`config.mk`:
```
export PLATFORM = sky130hd
export DESIGN_NAME = tfs_cell
export DESIGN_NICKNAME = d
export VERILOG_FILES = /design/src/rtl/tcp_flow_sentinel_fragment_selector_top_assert.svh /design/src/rtl/tfs_pkg.sv /design/src/rtl/tfs_cell.sv
export SDC_FILE = /design/constraint.sdc
export NUM_CORES = 1
export LEC_CHECK = 0
export ABC_AREA = 1
export BUFFER_PORTS_ARGS = -buffer_cell sky130_fd_sc_hd__buf_2
export CAP_MARGIN = 20
export CORE_UTILIZATION = 51
export CTS_CLUSTER_DIAMETER = 30
export DETAILED_ROUTE_END_ITERATION = 10
export PLACE_DENSITY = 0.79
export SLEW_MARGIN = 20
export SYNTH_ARGS = -nofsm -noshare
export SYNTH_HDL_FRONTEND = slang
export SYNTH_SLANG_ARGS = --single-unit
```
`constraint.sdc`:
```
create_clock -name clk -period 1.9 [get_ports clk]
set_input_delay 0.38 -clock clk [delete_from_list [all_inputs] [get_ports clk]]
set_output_delay 0.38 -clock clk [all_outputs]
set_load 0.01 [all_outputs]
```
`src/rtl/tcp_flow_sentinel_fragment_selector_top_assert.svh`:
```
// Assertion macros for the TCP flow sentinel fragment selector.
// Used by the top level; expects clk and rst_n in the including scope.
`ifndef TCP_FLOW_SENTINEL_FRAGMENT_SELECTOR_TOP_ASSERT_SVH
`define TCP_FLOW_SENTINEL_FRAGMENT_SELECTOR_TOP_ASSERT_SVH

// Same-cycle implication, checked on every rising clock edge out of reset.
`define TFS_ASSERT_IMP(label, ante, cons) \
    label: assert property (@(posedge clk) disable iff (!rst_n) (ante) |-> (cons)) \
        else $error("tfs: same-cycle check failed");

// Next-cycle implication, checked on every rising clock edge out of reset.
`define TFS_ASSERT_NXT(label, ante, cons) \
    label: assert property (@(posedge clk) disable iff (!rst_n) (ante) |=> (cons)) \
        else $error("tfs: next-cycle check failed");

`endif

```
`src/rtl/tfs_pkg.sv`:
```
// Shared types and constants for the TCP flow sentinel fragment selector.
// No dependencies; imported by tfs_cell and the top level.
package tfs_pkg;

    localparam int FLOW_ENTRIES_DEFAULT = 64;

    localparam logic [15:0] PORT_TLS  = 16'd443;
    localparam logic [15:0] PORT_HTTP = 16'd80;

    localparam logic [7:0]  TLS_HANDSHAKE    = 8'h16;
    localparam logic [7:0]  TLS_CLIENT_HELLO = 8'h01;
    localparam logic [15:0] TLS_MIN_LEN      = 16'd6;
    localparam logic [7:0]  HTTP_CHAR_G      = 8'h47;
    localparam logic [7:0]  HTTP_CHAR_E      = 8'h45;
    localparam logic [7:0]  HTTP_CHAR_T      = 8'h54;
    localparam logic [15:0] HTTP_MIN_LEN     = 16'd3;

    localparam logic [15:0] COUNT_MAX = 16'hFFFF;

    localparam logic [1:0] REG_FRAGMENT_SENTINEL = 2'd0;
    localparam logic [1:0] REG_FRAGMENT_ALL      = 2'd1;
    localparam logic [1:0] REG_PACKET_OFFSET     = 2'd2;

    typedef enum logic [3:0] {
        ACT_BYPASS     = 4'd0,
        ACT_LATER_FRAG = 4'd1,
        ACT_SYN        = 4'd2,
        ACT_UNTRACKED  = 4'd3,
        ACT_ALL        = 4'd4,
        ACT_SENTINEL   = 4'd5,
        ACT_WAITING    = 4'd6,
        ACT_UNSET      = 4'd7,
        ACT_OFFSET     = 4'd8,
        ACT_COUNTING   = 4'd9
    } action_t;

    typedef enum logic [1:0] {
        CMD_NONE,
        CMD_INSERT,
        CMD_UPDATE,
        CMD_RETIRE
    } cmd_op_t;

    typedef enum logic {
        ST_IDLE,
        ST_WALK
    } state_t;

    // Lookup probe that walks the cell chain, one cell per cycle.
    typedef struct packed {
        logic        live;
        logic        found;
        logic        seen;
        logic [15:0] count;
        logic        free;
    } probe_t;

    // Write command broadcast to all cells; the addressed cell applies it.
    typedef struct packed {
        cmd_op_t     op;
        logic        seen;
        logic [15:0] count;
    } cmd_t;

endpackage

```
`src/rtl/tfs_cell.sv`:
```
// One flow table entry of the TCP flow sentinel fragment selector.
// Depends on tfs_pkg; instantiated in a chain by the top level.
module tfs_cell
    import tfs_pkg::*;
#(
    parameter int IDX_W      = 6,
    parameter int CELL_INDEX = 0
)
(
    input  logic             clk,
    input  logic             rst_n,
    input  logic [63:0]      key_addrs,
    input  logic [31:0]      key_ports,
    input  probe_t           probe_in,
    input  logic [IDX_W-1:0] found_idx_in,
    input  logic [IDX_W-1:0] free_idx_in,
    output probe_t           probe_out,
    output logic [IDX_W-1:0] found_idx_out,
    output logic [IDX_W-1:0] free_idx_out,
    input  cmd_t             cmd,
    input  logic [IDX_W-1:0] cmd_idx
);

    localparam logic [IDX_W-1:0] MY_IDX = IDX_W'(CELL_INDEX);

    logic        valid_reg;
    logic [63:0] addrs_reg;
    logic [31:0] ports_reg;
    logic        seen_reg;
    logic [15:0] count_reg;

    probe_t           probe_reg;
    probe_t           probe_next;
    logic [IDX_W-1:0] found_idx_reg;
    logic [IDX_W-1:0] found_idx_next;
    logic [IDX_W-1:0] free_idx_reg;
    logic [IDX_W-1:0] free_idx_next;

    logic match;
    logic hit;

    assign match = valid_reg && (addrs_reg == key_addrs) && (ports_reg == key_ports);
    assign hit   = (cmd.op != CMD_NONE) && (cmd_idx == MY_IDX);

    // The first matching entry and the first free entry are picked up on the way.
    always_comb
    begin
        probe_next     = probe_in;
        found_idx_next = found_idx_in;
        free_idx_next  = free_idx_in;
        if (probe_in.live && !probe_in.found && match)
        begin
            probe_next.found = 1'b1;
            probe_next.seen  = seen_reg;
            probe_next.count = count_reg;
            found_idx_next   = MY_IDX;
        end
        if (probe_in.live && !probe_in.free && !valid_reg)
        begin
            probe_next.free = 1'b1;
            free_idx_next   = MY_IDX;
        end
    end

    always_ff @(posedge clk or negedge rst_n)
    begin
        if (!rst_n)
        begin
            probe_reg     <= '0;
            found_idx_reg <= '0;
            free_idx_reg  <= '0;
        end
        else
        begin
            probe_reg     <= probe_next;
            found_idx_reg <= found_idx_next;
            free_idx_reg  <= free_idx_next;
        end
    end

    assign probe_out     = probe_reg;
    assign found_idx_out = found_idx_reg;
    assign free_idx_out  = free_idx_reg;

    always_ff @(posedge clk or negedge rst_n)
    begin
        if (!rst_n)
        begin
            valid_reg <= 1'b0;
        end
        else if (hit)
        begin
            if (cmd.op == CMD_INSERT)
            begin
                valid_reg <= 1'b1;
            end
            else if (cmd.op == CMD_RETIRE)
            begin
                valid_reg <= 1'b0;
            end
        end
    end

    always_ff @(posedge clk)
    begin
        if (hit && (cmd.op == CMD_INSERT))
        begin
            addrs_reg <= key_addrs;
            ports_reg <= key_ports;
            seen_reg  <= 1'b0;
            count_reg <= 16'd0;
        end
        else if (hit && (cmd.op == CMD_UPDATE))
        begin
            seen_reg  <= cmd.seen;
            count_reg <= cmd.count;
        end
    end

endmodule
```
==> flow_summary.yaml <==
outcome:
  status: "finished, violations left"
  violations: "design-rule violations"
critical_path:
  cp_top_family: "simple AND/OR/NAND/NOR gates"
  slowest_delay_ps: 400
  cp_cell_sequence: "xnor2_1, nand2_1, nor2_1, nand2_1, nor2_1, nand2_1, nor2_4, buf_6, a21boi_0"
  end_kind: "register"
  reg2reg_from: "addrs_reg[33]"
  crit_required_ps: 2180
  worstPathArrival_ps: 1960
  reg2reg_slack_ps: 220
  reg2reg_depth: 9
  crit_path_frequent_cell: "nand2_1"
  crit_type: "reg2reg"
  r2r-end: "found_idx_out[0]"
  critPathMaxFanout: 18
  path_buf_inv: 1
  crit_path_start_kind: "register"
  crit_slowest_cell: "edfxtp_1"
job:
  maxCapViolCount: 0
placement:
  place_congestion: 0.834
  io_buffers: 186
  place_hpwl_mm: 9.33
  pre_cts_ws_ps: 21.6
clock_tree:
  htree_levels: 4
  cts_root_buffer: "clkbuf_16"
  post_cts_buffers: 0
  worstSkewPairLatency_ps: 410
  holdBufCountCts: 0
  numClockSinks: 146
  cts_resized: 0
  path_clk_slew_ps: 60
  clockBufferDepth: 2
  tritoncts: "built"
  cts_buffers: 17
grt:
  grt_pass1_vias: 4435
  antenna_found_initial: 0
  grt_start_max_net_pins: 34
  track_usage: 0.216
  grt_first_pass_wirelength_mm: 20.5
  grt_overflow_total: 0
timing:
  tightest_slew_ps: 703
  fmax_ghz: 0.596
  period_minus_slack_ps: 1680
  finalSetupViolCount: 0
  hold_ws_ps: 11.6
  finalCritPeriodShare: 0.883
  max_slew_margin: 0.531
  slew_violations: 0
  fin_ws_ps: 221
  fin_skew_ps: 7.24
  hold_viol_final: 0
floorplan:
  coreArea_mm2: 0.0116
  initial_core_util: 0.528
  die-area_mm2: 0.0124
  fp-row-count: 39
  io_pins: 187
  die_h_um: 111
  die_w_um: 111
logic_synthesis:
  synth_top_cells_by_count: "nand2_1 (155), edfxtp_1 (96), xnor2_1 (59)"
  ys_ff_latch: 146
  syn_area_per_cell_um2: 11.1
  yosysMostFrequentCell: "nand2_1"
  synthCells: 549
  synth_fp_nets: 704
  syn_area_mm2: 0.00611
  ys_types: 22
  ys_seq_area_frac: 0.663
  synth_top_flop_cell: "edfxtp_1"
  yosysWarnings: 0
  synth.area.top_cells: "edfxtp_1 (47%), dfrtp_1 (14%), nand2_1 (9.5%), xnor2_1 (8.5%), dfxtp_1 (5.6%)"
  async_flop_share: 0.226
  yosys.area.top_type: "edfxtp_1"
  synth_top_area_share: 0.472
  synth-edff-count: 96
detailed_routing:
  vias: 4393
  drtIter0Drc: 312
  via_per_inst: 4.81
  ant_nets: 0
  firstDrtPassIters: 7
  drcViolationCount: 8
  wl_per_cell_um: 13.7
  drt_wl_total_mm: 12.5
finish:
  final_layout_size_suffix_gt1_frac: 0.305
  fin_nets: 912
  syn_to_final_growth_pct: 28.8
  largest_reg_flops: 64
  utilization: 0.681
  antennaDiodeCount: 0
  num-fill-cells: 879
power_and_ir_drop:
  vdd_drop_max_mv: 0.753
  p_leak_nw: 3.47
  design_power_total_mw: 7.12
  power_density_mw_per_mm2: 904
min_path:
  hp-class: "in2async"
-- how the worst max path moves through the flow --
stage	startpoint	end	slack (ps)	depth (start not counted)
finish	addrs_reg[33]	found_idx_out[0]	220	9
CTS	ports_reg[7]	probe_out[2]	120	10
floorplan	cmd_idx[3]	addrs_reg[0]	8	8
detailed placement	key_addrs[0]	probe_out[15]	20	11
global placement	key_ports[7]	probe_out[5]	60	11
global route	addrs_reg[33]	found_idx_out[0]	-0.2	9
-- cells in the final DEF (no fill, tap or decap), types with 7 or more instances in the layout --
cell       count
buf_2        186
nand2_1      155
edfxtp_1      96
xnor2_1       59
inv_1         45
nor2_1        42
nand3_1       37
dfrtp_1       33
clkbuf_16     19
xor2_1        17
a21oi_1       17
dfxtp_1       17
buf_4          7
-- metrics by stage --
step,TNS [ps],std cells,area [µm²]
floorplan,0,549,6130
global placement,0,881,7290
detailed placement,0,881,7290
CTS,0,913,7860
global route,-0.219,913,7870
finish,0,913,7870
-- final cells by class --
cell class              count  area [µm²]  area share
flip-flops and latches    146        4050       0.514
multi-input cells         348        1830       0.233
repair buffers            198        1070       0.135
clock buffers              21         493      0.0626
well taps                 143         179      0.0227
inverters                  46         178      0.0226
clock inverters            11        71.3     0.00906
-- logic make-up (layout without fill, tap and decap cells) --
group	count (synthesis)	after routing	share of synthesized area
AO/OA/AOI/OAI	28	28	0.0254
XOR/XNOR	76	76	0.109
AND/OR/NAND/NOR	244	244	0.165
buffers and inverters	55	276	0.0377
flip-flops	146	146	0.663
-- power by group --
group	total (mW)	internal, mW	switching, mW	leakage (nW)
sequential	3.49	3.46	0.0281	1.38
clock	3.14	1.86	1.28	0.285
combinational	0.492	0.243	0.249	1.80
-- layer usage --
layer / vias to the layer above / part of all wire / track usage
met5: - / 0 / 0
met4: 0 / 0.029 / 0.126
met3: 31 / 0.051 / 0.0517
met2: 139 / 0.50 / 0.369
met1: 2020 / 0.42 / 0.250
li1: 2203 / - / -
Note: power is estimated with default switching activity, not from simulation.
